<file path="src/rtl/dsfl_pkg.sv">
// shared types and constants for the dds serial frequency loader
`default_nettype none

package dsfl_pkg;

    localparam int unsigned REF_CLOCK_HZ_DEFAULT = 125000000;

    localparam int unsigned FREQ_W     = 26;
    localparam int unsigned WORD_W     = 32;
    localparam int unsigned CTRL_BITS  = 8;
    localparam int unsigned LOAD_LEN   = WORD_W + CTRL_BITS + 1;
    localparam int unsigned STEP_W     = $clog2(LOAD_LEN);
    localparam int unsigned BIT_IDX_W  = $clog2(WORD_W);
    localparam int unsigned QUEUE_DEPTH = 2;

    // reset start-up sequence positions
    localparam logic [STEP_W-1:0] RST_STEP_PULSE  = STEP_W'(0);
    localparam logic [STEP_W-1:0] RST_STEP_WCLK   = STEP_W'(1);
    localparam logic [STEP_W-1:0] RST_STEP_UPDATE = STEP_W'(2);

    // load sequence boundaries
    localparam logic [STEP_W-1:0] LOAD_CTRL_START = STEP_W'(WORD_W);
    localparam logic [STEP_W-1:0] LOAD_UPDATE     = STEP_W'(WORD_W + CTRL_BITS);

    typedef enum logic [1:0] {
        STROBE_WCLK = 2'd0,
        STROBE_FQUD = 2'd1,
        STROBE_RST  = 2'd2
    } strobe_t;

    typedef enum logic [0:0] {
        ACT_LOAD  = 1'b0,
        ACT_RESET = 1'b1
    } action_t;

    typedef enum logic [2:0] {
        FRONT_IDLE  = 3'd0,
        FRONT_SCALE = 3'd1,
        FRONT_EST   = 3'd2,
        FRONT_CHECK = 3'd3,
        FRONT_FIX   = 3'd4,
        FRONT_PUSH  = 3'd5
    } front_state_t;

    typedef struct packed {
        logic              is_reset;
        logic [WORD_W-1:0] word;
    } entry_t;

endpackage

`default_nettype wire

</file>
<file path="src/rtl/dsfl_front.sv">
// front end: takes requests, saturates and divides a load's frequency into a tuning word
`default_nettype none

module dsfl_front #(
    parameter int unsigned REF_CLOCK_HZ = dsfl_pkg::REF_CLOCK_HZ_DEFAULT
) (
    input  wire logic                        clk,
    input  wire logic                        rst_n,
    input  wire logic                        in_valid,
    output      logic                        in_ready,
    input  wire logic                        in_action,
    input  wire logic [dsfl_pkg::FREQ_W-1:0] in_freq,
    output      logic                        push_valid,
    input  wire logic                        push_ready,
    output      dsfl_pkg::entry_t            push_entry
);

    localparam int unsigned RW        = $clog2(REF_CLOCK_HZ);
    localparam int unsigned PW        = RW + dsfl_pkg::WORD_W;
    localparam int unsigned HALF      = REF_CLOCK_HZ / 2;
    localparam logic [RW:0] REF_CONST = (RW + 1)'(REF_CLOCK_HZ);
    // 2^(32+RW) / ref lies in [2^32, 2^33); only the part above 2^32 is multiplied
    localparam logic [dsfl_pkg::WORD_W-1:0] RECIP_FRAC = dsfl_pkg::WORD_W'(
        ((64'd1 << (dsfl_pkg::WORD_W + RW)) / 64'(REF_CLOCK_HZ)) -
        (64'd1 << dsfl_pkg::WORD_W));

    dsfl_pkg::front_state_t state_reg, state_next;
    logic [RW-1:0]                     freq_reg, freq_next;
    logic [PW-1:0]                     prod_reg, prod_next;
    logic [dsfl_pkg::WORD_W-1:0]       quo_reg, quo_next;
    logic [RW:0]                       chk_reg, chk_next;
    logic                              act_reg, act_next;

    logic                 accept;
    logic [31:0]          freq_ext;
    logic [31:0]          freq_sat;
    logic [PW-1:0]        est_sum;
    logic [RW:0]          rem;
    logic                 rem_ge;

    assign accept    = in_valid && in_ready;
    assign freq_ext  = 32'(in_freq);
    assign freq_sat  = (freq_ext > HALF) ? 32'(HALF) : freq_ext;
    // f * 2^32 + f * frac is f times the reciprocal, a low estimate by less than one
    assign est_sum   = {freq_reg, dsfl_pkg::WORD_W'(0)} + prod_reg;
    // f * 2^32 has zero low bits and the true remainder is below twice the reference
    assign rem       = {(RW + 1){1'b0}} - chk_reg;
    assign rem_ge    = (rem >= REF_CONST);

    // next state
    always_comb
    begin
        state_next = state_reg;
        case (state_reg)
            dsfl_pkg::FRONT_IDLE:
            begin
                if (accept)
                begin
                    state_next = (in_action == dsfl_pkg::ACT_RESET) ?
                                 dsfl_pkg::FRONT_PUSH : dsfl_pkg::FRONT_SCALE;
                end
            end
            dsfl_pkg::FRONT_SCALE:
            begin
                state_next = dsfl_pkg::FRONT_EST;
            end
            dsfl_pkg::FRONT_EST:
            begin
                state_next = dsfl_pkg::FRONT_CHECK;
            end
            dsfl_pkg::FRONT_CHECK:
            begin
                state_next = dsfl_pkg::FRONT_FIX;
            end
            dsfl_pkg::FRONT_FIX:
            begin
                state_next = dsfl_pkg::FRONT_PUSH;
            end
            dsfl_pkg::FRONT_PUSH:
            begin
                if (accept)
                begin
                    state_next = (in_action == dsfl_pkg::ACT_RESET) ?
                                 dsfl_pkg::FRONT_PUSH : dsfl_pkg::FRONT_SCALE;
                end
                else if (push_ready)
                begin
                    state_next = dsfl_pkg::FRONT_IDLE;
                end
            end
            default:
            begin
                state_next = dsfl_pkg::FRONT_IDLE;
            end
        endcase
    end

    // outputs and datapath
    always_comb
    begin
        in_ready   = 1'b0;
        push_valid = 1'b0;
        freq_next  = freq_reg;
        prod_next  = prod_reg;
        quo_next   = quo_reg;
        chk_next   = chk_reg;
        act_next   = act_reg;
        case (state_reg)
            dsfl_pkg::FRONT_IDLE:
            begin
                in_ready = 1'b1;
            end
            dsfl_pkg::FRONT_SCALE:
            begin
                prod_next = PW'(freq_reg) * PW'(RECIP_FRAC);
            end
            dsfl_pkg::FRONT_EST:
            begin
                quo_next = est_sum[PW-1:RW];
            end
            dsfl_pkg::FRONT_CHECK:
            begin
                chk_next = quo_reg[RW:0] * REF_CONST;
            end
            dsfl_pkg::FRONT_FIX:
            begin
                // estimate is at most one short
                quo_next = quo_reg + dsfl_pkg::WORD_W'(rem_ge);
            end
            dsfl_pkg::FRONT_PUSH:
            begin
                push_valid = 1'b1;
                in_ready   = push_ready;
            end
            default:
            begin
                in_ready = 1'b0;
            end
        endcase
        if (accept)
        begin
            freq_next = freq_sat[RW-1:0];
            quo_next  = '0;
            act_next  = in_action;
        end
    end

    assign push_entry.is_reset = act_reg;
    assign push_entry.word     = quo_reg;

    always_ff @(posedge clk or negedge rst_n)
    begin
        if (!rst_n)
        begin
            state_reg <= dsfl_pkg::FRONT_IDLE;
        end
        else
        begin
            state_reg <= state_next;
        end
    end

    always_ff @(posedge clk)
    begin
        freq_reg <= freq_next;
        prod_reg <= prod_next;
        quo_reg  <= quo_next;
        chk_reg  <= chk_next;
        act_reg  <= act_next;
    end

endmodule

`default_nettype wire

</file>
<file path="src/rtl/dsfl_queue.sv">
// short queue between the divider and the serialiser
`default_nettype none

module dsfl_queue (
    input  wire logic             clk,
    input  wire logic             rst_n,
    input  wire logic             wr_valid,
    output      logic             wr_ready,
    input  wire dsfl_pkg::entry_t wr_entry,
    output      logic             rd_valid,
    input  wire logic             rd_ready,
    output      dsfl_pkg::entry_t rd_entry
);

    localparam int unsigned PTR_W = $clog2(dsfl_pkg::QUEUE_DEPTH);
    localparam int unsigned CNT_W = $clog2(dsfl_pkg::QUEUE_DEPTH + 1);

    dsfl_pkg::entry_t  slot_reg [dsfl_pkg::QUEUE_DEPTH];
    logic [PTR_W-1:0]  wr_ptr_reg;
    logic [PTR_W-1:0]  rd_ptr_reg;
    logic [CNT_W-1:0]  count_reg;
    logic              do_wr;
    logic              do_rd;

    assign wr_ready = (count_reg != CNT_W'(dsfl_pkg::QUEUE_DEPTH));
    assign rd_valid = (count_reg != '0);
    assign rd_entry = slot_reg[rd_ptr_reg];
    assign do_wr    = wr_valid && wr_ready;
    assign do_rd    = rd_valid && rd_ready;

    always_ff @(posedge clk)
    begin
        if (do_wr)
        begin
            slot_reg[wr_ptr_reg] <= wr_entry;
        end
    end

    always_ff @(posedge clk or negedge rst_n)
    begin
        if (!rst_n)
        begin
            wr_ptr_reg <= '0;
            rd_ptr_reg <= '0;
            count_reg  <= '0;
        end
        else
        begin
            if (do_wr)
            begin
                wr_ptr_reg <= (wr_ptr_reg == PTR_W'(dsfl_pkg::QUEUE_DEPTH - 1)) ?
                              '0 : wr_ptr_reg + 1'b1;
            end
            if (do_rd)
            begin
                rd_ptr_reg <= (rd_ptr_reg == PTR_W'(dsfl_pkg::QUEUE_DEPTH - 1)) ?
                              '0 : rd_ptr_reg + 1'b1;
            end
            if (do_wr && !do_rd)
            begin
                count_reg <= count_reg + 1'b1;
            end
            else if (do_rd && !do_wr)
            begin
                count_reg <= count_reg - 1'b1;
            end
        end
    end

endmodule

`default_nettype wire

</file>
<file path="src/rtl/dsfl_back.sv">
// back end: serialises a queued word or reset sequence into strobe events
`default_nettype none

module dsfl_back (
    input  wire logic             clk,
    input  wire logic             rst_n,
    input  wire logic             q_valid,
    output      logic             q_ready,
    input  wire dsfl_pkg::entry_t q_entry,
    output      logic             out_valid,
    input  wire logic             out_ready,
    output      logic             out_bit,
    output      logic [1:0]       out_strobe,
    output      logic             out_last
);

    dsfl_pkg::entry_t              entry_reg;
    logic                          busy_reg;
    logic [dsfl_pkg::STEP_W-1:0]   step_reg;
    logic                          valid_reg;
    logic                          bit_reg;
    dsfl_pkg::strobe_t             strobe_reg;
    logic                          last_reg;

    logic              advance;
    logic              emit;
    logic              cur_bit;
    dsfl_pkg::strobe_t cur_strobe;
    logic              cur_last;

    assign advance = !valid_reg || out_ready;
    assign emit    = busy_reg && advance;
    assign q_ready = !busy_reg || (emit && cur_last);

    always_comb
    begin
        cur_bit    = 1'b0;
        cur_strobe = dsfl_pkg::STROBE_WCLK;
        cur_last   = 1'b0;
        if (entry_reg.is_reset)
        begin
            case (step_reg)
                dsfl_pkg::RST_STEP_PULSE:
                begin
                    cur_strobe = dsfl_pkg::STROBE_RST;
                end
                dsfl_pkg::RST_STEP_WCLK:
                begin
                    cur_strobe = dsfl_pkg::STROBE_WCLK;
                end
                default:
                begin
                    cur_strobe = dsfl_pkg::STROBE_FQUD;
                    cur_last   = 1'b1;
                end
            endcase
        end
        else if (step_reg < dsfl_pkg::LOAD_CTRL_START)
        begin
            // word bits, least significant first
            cur_bit = entry_reg.word[step_reg[dsfl_pkg::BIT_IDX_W-1:0]];
        end
        else if (step_reg >= dsfl_pkg::LOAD_UPDATE)
        begin
            cur_strobe = dsfl_pkg::STROBE_FQUD;
            cur_last   = 1'b1;
        end
    end

    always_ff @(posedge clk or negedge rst_n)
    begin
        if (!rst_n)
        begin
            busy_reg  <= 1'b0;
            step_reg  <= '0;
            valid_reg <= 1'b0;
        end
        else
        begin
            if (advance)
            begin
                valid_reg <= busy_reg;
            end
            if (q_valid && q_ready)
            begin
                busy_reg <= 1'b1;
                step_reg <= '0;
            end
            else if (emit)
            begin
                if (cur_last)
                begin
                    busy_reg <= 1'b0;
                end
                else
                begin
                    step_reg <= step_reg + 1'b1;
                end
            end
        end
    end

    always_ff @(posedge clk)
    begin
        if (q_valid && q_ready)
        begin
            entry_reg <= q_entry;
        end
        if (emit)
        begin
            bit_reg    <= cur_bit;
            strobe_reg <= cur_strobe;
            last_reg   <= cur_last;
        end
    end

    assign out_valid  = valid_reg;
    assign out_bit    = bit_reg;
    assign out_strobe = strobe_reg;
    assign out_last   = last_reg;

endmodule

`default_nettype wire

</file>
<file path="src/rtl/dds_serial_frequency_loader.sv">
// top level of the dds serial frequency loader
// usage:
//   slave channel s_*: one request per handshake; tuser selects a frequency load
//   or the reset start-up sequence, tdata carries the frequency in hertz
//   master channel m_*: one strobe event per handshake; tlast marks the final
//   strobe of a request (the update pulse)
// a load gives 41 strobes (32 word bits lsb first, 8 zero control bits, update),
// a reset request gives 3 strobes (reset, word clock, update), all with data 0
// path: the first strobe of a load passes the reciprocal multiply, estimate,
// check and correction steps, then the queue, serialiser and output register;
// a reset request skips the divider steps and goes straight to the queue
// throughput: one strobe per cycle at most; a load occupies the serialiser for
// all 41 strobes and the front end only for its divider steps, so the serialiser paces loads
// the front end works on the next request while the serialiser still emits
// the previous one, a two-entry queue sitting between them
// when the receiver stalls the output register holds its strobe and the
// queue fills, after which s_tready drops
// reset clears all control state, queue and output register empty
`default_nettype none

module dds_serial_frequency_loader #(
    parameter int unsigned REF_CLOCK_HZ = dsfl_pkg::REF_CLOCK_HZ_DEFAULT
) (
    input  wire logic        clk,
    input  wire logic        rst_n,
    input  wire logic        s_tvalid,
    output      logic        s_tready,
    input  wire logic [31:0] s_tdata,   // [25:0] frequency_hz, rest zero
    input  wire logic [0:0]  s_tuser,   // [0] action
    output      logic        m_tvalid,
    input  wire logic        m_tready,
    output      logic [7:0]  m_tdata,   // [0] data_bit, rest zero
    output      logic [1:0]  m_tuser,   // [1:0] strobe_res
    output      logic        m_tlast
);

    logic             push_valid;
    logic             push_ready;
    dsfl_pkg::entry_t push_entry;
    logic             pop_valid;
    logic             pop_ready;
    dsfl_pkg::entry_t pop_entry;
    logic             out_bit;

    dsfl_front #(
        .REF_CLOCK_HZ (REF_CLOCK_HZ)
    ) u_front (
        .clk        (clk),
        .rst_n      (rst_n),
        .in_valid   (s_tvalid),
        .in_ready   (s_tready),
        .in_action  (s_tuser[0]),
        .in_freq    (s_tdata[dsfl_pkg::FREQ_W-1:0]),
        .push_valid (push_valid),
        .push_ready (push_ready),
        .push_entry (push_entry)
    );

    dsfl_queue u_queue (
        .clk      (clk),
        .rst_n    (rst_n),
        .wr_valid (push_valid),
        .wr_ready (push_ready),
        .wr_entry (push_entry),
        .rd_valid (pop_valid),
        .rd_ready (pop_ready),
        .rd_entry (pop_entry)
    );

    dsfl_back u_back (
        .clk        (clk),
        .rst_n      (rst_n),
        .q_valid    (pop_valid),
        .q_ready    (pop_ready),
        .q_entry    (pop_entry),
        .out_valid  (m_tvalid),
        .out_ready  (m_tready),
        .out_bit    (out_bit),
        .out_strobe (m_tuser),
        .out_last   (m_tlast)
    );

    assign m_tdata = {7'b0, out_bit};

endmodule

`default_nettype wire

</file>
<file path="config.mk">
export PLATFORM = sky130hd
export DESIGN_NAME = dds_serial_frequency_loader
export DESIGN_NICKNAME = d
export VERILOG_FILES = /design/src/rtl/dsfl_pkg.sv /design/src/rtl/dsfl_front.sv /design/src/rtl/dsfl_queue.sv /design/src/rtl/dsfl_back.sv /design/src/rtl/dds_serial_frequency_loader.sv
export SDC_FILE = /design/constraint.sdc
export NUM_CORES = 1
export LEC_CHECK = 0
export BUFFER_PORTS_ARGS = -buffer_cell sky130_fd_sc_hd__buf_2
export CAP_MARGIN = 20
export CORE_MARGIN = 2
export CORE_UTILIZATION = 55
export DETAILED_ROUTE_END_ITERATION = 16
export MAX_ROUTING_LAYER = met4
export PLACE_DENSITY = 0.71
export SLEW_MARGIN = 20
export SYNTH_ARGS = -nofsm -noshare
export SYNTH_HDL_FRONTEND = slang
export SYNTH_SLANG_ARGS = --single-unit
</file>
<file path="constraint.sdc">
create_clock -name clk -period 14.19 [get_ports clk]
set_input_delay 2.838 -clock clk [delete_from_list [all_inputs] [get_ports clk]]
set_output_delay 2.838 -clock clk [all_outputs]
set_load 0.02 [all_outputs]
</file>
; ---- Word level (Yosys, flattened, before mapping)
; Memory sizes are Yosys's and may differ from the RTL's. A register that Yosys moved wholly into a read port is not among the register bits.
; Index checks and enable logic that the tools add are counted.
[word_totals]
ff_bits = 156
ramBits = 66
in_bits = 37
wordCells = 98
memories = 1
[mem_list]
columns = memory, words, word_bits, read_ports, rd_clocked_by_memory_dff, write_ports, line
row1 = u_queue.slot_reg, 2, 33, 1, 1, 1, dsfl_queue.sv:18  ; dsfl_pkg::entry_t slot_reg [dsfl_pkg::QUEUE_DEPTH];
[classes]
addsub = 8
multipliers = 2
magnitude_cmp = 5
eq_ne = 10
n_mux = 30
bitwise_logic = 1
n_reduce_logical = 25
[op_table]
columns = operator, n
row1 = $pmux W32 S2, 1
row2 = $add A59 B56 Y59, 1
row3 = $mul A27 B28 Y55 const B, 1
row4 = $add A32 B1 Y32, 1
row5 = $ge A28 B27 Y1 const B, 1
row6 = $mul A28 B21 Y22 const B, 1
row7 = $sub A1 B28 Y28 const A, 1
row8 = $gt A26 B26 Y1 const B, 1
row9 = $mux W6, 3
row10 = $pmux W3 S6, 1
row11 = $mux W1, 14
row12 = $mux W3, 4
row13 = $reduce_bool A2 Y1, 5
row14 = $mux W2, 4
row15 = $logic_and A1 B1 Y1, 7
row16 = $add A6 B1 Y6 const B, 1
row17 = $eq A3 B2 Y1 const B, 2
row18 = $eq A3 B3 Y1 const B, 2
row19 = $eq A6 B1 Y1 const B, 1
row20 = $ge A6 B6 Y1 const B, 1
row21 = $logic_not A6 Y1, 1
row22 = $lt A5 B6 Y1 const B, 1
row23 = $lt A6 B6 Y1 const B, 1
row24 = $reduce_and A2 Y1, 3
row25 = 15 further kinds, 22

; ---- Longest topological paths before layout
[depth]
word_depth = 10
ltp_mapped = 25
depth_no_buf = 25

; ---- Cells and area by module
; From an unflattened synthesis, not the netlist that was laid out.
[unflattened]
cells_unflattened = 2282
area_unflattened_um2 = 24730.0
[by_module_without_submodules]
columns = mod, instances, cells_per_inst, area_each_um2, seq_area_each_um2
row1 = dsfl_front, 1, 2024, 20039.2, 3057.9
row2 = dsfl_queue, 1, 121, 2727.6, 2082.0
row3 = dsfl_back, 1, 128, 1899.3, 1281.2
row4 = dds_serial_frequency_loader, 1, 9, 63.8, 0.0

; ---- Worst setup path before layout
; OpenSTA, ideal clock, no wires.
[synth_timing]
path_type = flip-flop to flip-flop
startpoint = reg u_front.freq_reg[15]
endpoint = reg u_front.prod_reg[45] (data pin)
setup_ns = 0.260
t_arrival_ns = 6.064
required_ns = 13.930
path_slack_ns = 7.867
path_stages_with_launch = 21
n_path_buf = 0
synth_period_minus_slack_ns = 6.323
path_cell_list = edfxtp_1 fa_1 inv_1 fa_1 inv_1 ha_1 fa_1 fa_1 fa_1 inv_1 fa_1 inv_1 ha_1 or3_1 o221ai_4 o2111ai_2 and3_4 a31o_4 a211o_1 a31oi_2 xnor2_1
[synth_between]
elab_chain_cells = 1
[synth_lines]
columns = item, line
row1 = from (decl), dsfl_front.sv:28  ; logic [RW-1:0] freq_reg, freq_next;
row2 = from (signal assigned), dsfl_front.sv:165  ; freq_reg <= freq_next;
row3 = $mul A27 B28 Y55, dsfl_front.sv:115  ; prod_next = PW'(freq_reg) * PW'(RECIP_FRAC);
row4 = to (signal assigned), dsfl_front.sv:166  ; prod_reg <= prod_next;
row5 = to (decl), dsfl_front.sv:29  ; logic [PW-1:0] prod_reg, prod_next;
; No other way between the ends.
; A chain may end at the register's enable or synchronous reset.

; ---- Worst setup path in the final report
[layout_timing]
startpoint = reg u_front.freq_reg[15]
endpoint = reg u_front.prod_reg[46] (data pin)
; The elaborated chain is that of the path after synthesis.

==> out/metrics.yaml <==
timing.rr.start: "u_front.freq_reg[15]"
critical-path-max-stage-delay_ns: 0.70
postSynthRegisterBits: 227
cts.sink_count: 227
tns_ns: 0
ys_top_cells_by_area: "sky130_fd_sc_hd__fa_1, sky130_fd_sc_hd__edfxtp_1, sky130_fd_sc_hd__ha_1, sky130_fd_sc_hd__inv_1, sky130_fd_sc_hd__dfxtp_1"
clock_tree.root_cell: "sky130_fd_sc_hd__clkbuf_16"
cts.path.max_buffers: 3
post_cts_buffers: 0
path_max_fanout: 8
tritoncts: "yes"
areaGrowthSynthToFinish_pct: 6.834
layout.nets: 3067
gr-total-overflow: 0
grt_first_pass_wirelength_mm: 88.26
final_hold_violation_count: 0
worstHoldPathType: "reg -> reg"
coreArea_um2: 44320
rsz_0062_raised_after_global_routing: "false"
chipWidth_um: 216.2
num-fill-cells: 3673
drt-initial-drc-count: 816
clk_latency_ns: 0.55
gate_count_after_technology_mapping: 2299
final.min_clock_period_ns: 7.170
critical_path.reg2reg.endpoint: "u_front.prod_reg[46]"
placement_rows: 77
synth.cell_area_um2: 24770
io_pins: 50
yosysWarnings: 0
yosys.cell_count.top_type: "sky130_fd_sc_hd__inv_1"
post-route-worst-setup-slack_ns: 7.020
numCtsBuffers: 25
synth_ff_type: "sky130_fd_sc_hd__edfxtp_1"
post_drt_via_cell_ratio: 5.503
antenna_found_initial: 1
critical_path.slowest_cell: "sky130_fd_sc_hd__edfxtp_1"
track_usage_pct: 24.83
critical_path_arrival_ns: 7.51
synthArstFlopShare_pct: 6.608
timing_max_transition_violations_final: 0
reg2reg_setup_slack_ns: 7.02
critical_path_cell_sequence: "fa_1 -> fa_1 -> fa_1 -> inv_1 -> fa_1 -> inv_1 -> fa_1 -> fa_1 -> inv_1 -> fa_1 -> inv_1 -> ha_1 -> nand4_1 -> nor2_1 -> nand2_1 -> o2111ai_2 -> nand4_1 -> and3_2 -> a21oi_1 -> nor2_1 -> o311ai_1"
count_of_hold_buffers_inserted_by_post_cts_repair: 0
clock-skew-final_ns: 0.01266
top_cells_by_instance_count_after_synthesis: "sky130_fd_sc_hd__inv_1, sky130_fd_sc_hd__ha_1, sky130_fd_sc_hd__fa_1"
first_pass_iters: 5
worstPathRequired_ns: 14.53
crit_type: "reg -> reg"
cts_resized: 0
final_min_period_over_clock_period_pct: 50.53
achievable_clock_frequency_mhz: 139.5
synth_area_per_cell_um2: 10.77
die_h_um: 216.2
setup_viol: 0
floorplan.die_area_um2: 46750
crit_path_most_repeated_cell: "sky130_fd_sc_hd__fa_1"
timing.max_slew.rel_slack_pct: 31.32
min_path_cells: 0
detail_route.wirelength_mm: 54.71
io_buffer_count: 36
synth_top_area_cell: "sky130_fd_sc_hd__fa_1"
post_synth_num_cell_types: 88
worstHoldStart: "u_front.act_reg"
grt_pass1_vias: 17072
largest_register_ffs: 66
grt_start_max_net_pins: 40
detailroute.via_count: 16239
critical_path_sink_type: "register"
synth.yosys.seq_area_share_pct: 25.92
hpwlAfterDp_mm: 44.90
max_cap_viol_count: 0
worst_hold_path.endpoint: "u_queue.slot_reg[0][32]"
status: "complete, no violations"
post_drt_wl_per_cell_um: 18.54
yosys.area.top_type_share_pct: 23.20
synth_edf_count: 180
start_kind: "register"
worst_slew_pin_slew_ns: 1.026
start_util_pct: 55.89
ff2ff_path_depth: 21
place_worst_setup_slack_ns: 6.985
route.detailed.drc: 0
drtAntennaViolNets: 0
gp_routability_congestion: 0.9580
clk_pin_slew_ns: 0.06
htree_num_levels: 1
drive_above_1_share_pct: 6.701
layout by cell type (no fill, tap or decap), drive strengths merged, types with 5 or more instances in the layout:
master,instances
ha,404
nand4,12
nor2,94
nand2,81
a21oi,102
a211oi,15
buf,47
o21ai,60
edfxtp,180
mux4,10
dfrtp,15
clkinv,6
o211ai,9
o31ai,6
conb,7
nand3,30
or3,7
a2111oi,6
xor2,31
nor3,22
o21bai,11
a311oi,6
nor4,7
o21a,8
and3,20
mux2,33
nand2b,19
clkbuf,38
xnor2,68
and2,20
fa,287
a21o,32
dfxtp,32
a31oi,21
o221ai,5
inv,532
nor2b,10
stage by stage:
stage	hold WS, ns	cell area, µm²	utilization, %	std cells
2_1_floorplan	0.4215	24790	-	2305
6_report	0.4628	26460	59.71	2951
3_5_place_dp	0.4548	25620	57.82	2904
4_1_cts	0.4659	26460	59.70	2950
5_1_grt	0.4657	26460	59.71	2951
3_3_place_gp	0.4322	25620	57.82	2904
how the worst max path moves through the flow:
| stage | start | cells past startpoint | endpoint | slack, ns |
|---|---|---|---|---|
| after floorplan | u_front.freq_reg[15] | 20 | u_front.prod_reg[45] | 7.87 |
| after global placement | u_front.freq_reg[16] | 21 | u_front.prod_reg[46] | 7.01 |
| after detailed placement | u_front.freq_reg[16] | 21 | u_front.prod_reg[46] | 6.99 |
| after CTS | u_front.freq_reg[15] | 21 | u_front.prod_reg[46] | 6.98 |
| after global routing | u_front.freq_reg[10] | 23 | u_front.prod_reg[46] | 6.63 |
| final | u_front.freq_reg[15] | 21 | u_front.prod_reg[46] | 7.02 |
layout make-up:
type	instances	area (µm²)	share of cell area, %
diodes	1	2.502	0.009456
repair buffers	47	262.8	0.9929
well taps	592	740.7	2.799
clock inverters	8	76.32	0.2884
flip-flops and latches	227	6421	24.26
inverters	531	1993	7.532
multi-input cells	1507	16210	61.25
clock buffers	38	757.0	2.861
logic make-up after synthesis:
logic type / count (synthesis) / synth area share [%]
buffers and inverters: 571 / 8.794
multiplexers: 46 / 2.531
other: 1 / 0.01514
AND/OR/NAND/NOR: 344 / 7.021
XOR/XNOR: 99 / 3.501
AO/OA/AOI/OAI: 320 / 8.612
adder cells (fa/ha/maj): 691 / 43.60
flip-flops: 227 / 25.92
worst max-delay path: cells and delay by family, from the launching register on:
family | cells | cell delay [ns]
adders and majority gates | 8 | 4.13
and+or+nand+nor | 6 | 0.97
AOI/OAI and AO/OA | 3 | 0.94
DFF | 1 | 0.70
buffers and inverters | 4 | 0.20
metal layers:
| metal | routed length [µm] | up-vias | GRT usage, % |
|---|---|---|---|
| met1 | 23380 | 8051 | 30.50 |
| met2 | 27380 | 353 | 43.02 |
| met3 | 2435 | 99 | 3.453 |
| met5 | 0 | - | - |
| li1 | - | 7736 | - |
| met4 | 1506 | 0 | 6.849 |
Power is left out: the tool's default activity adds up to more than one toggle a clock period on the data nets, which glitch-free logic cannot reach.
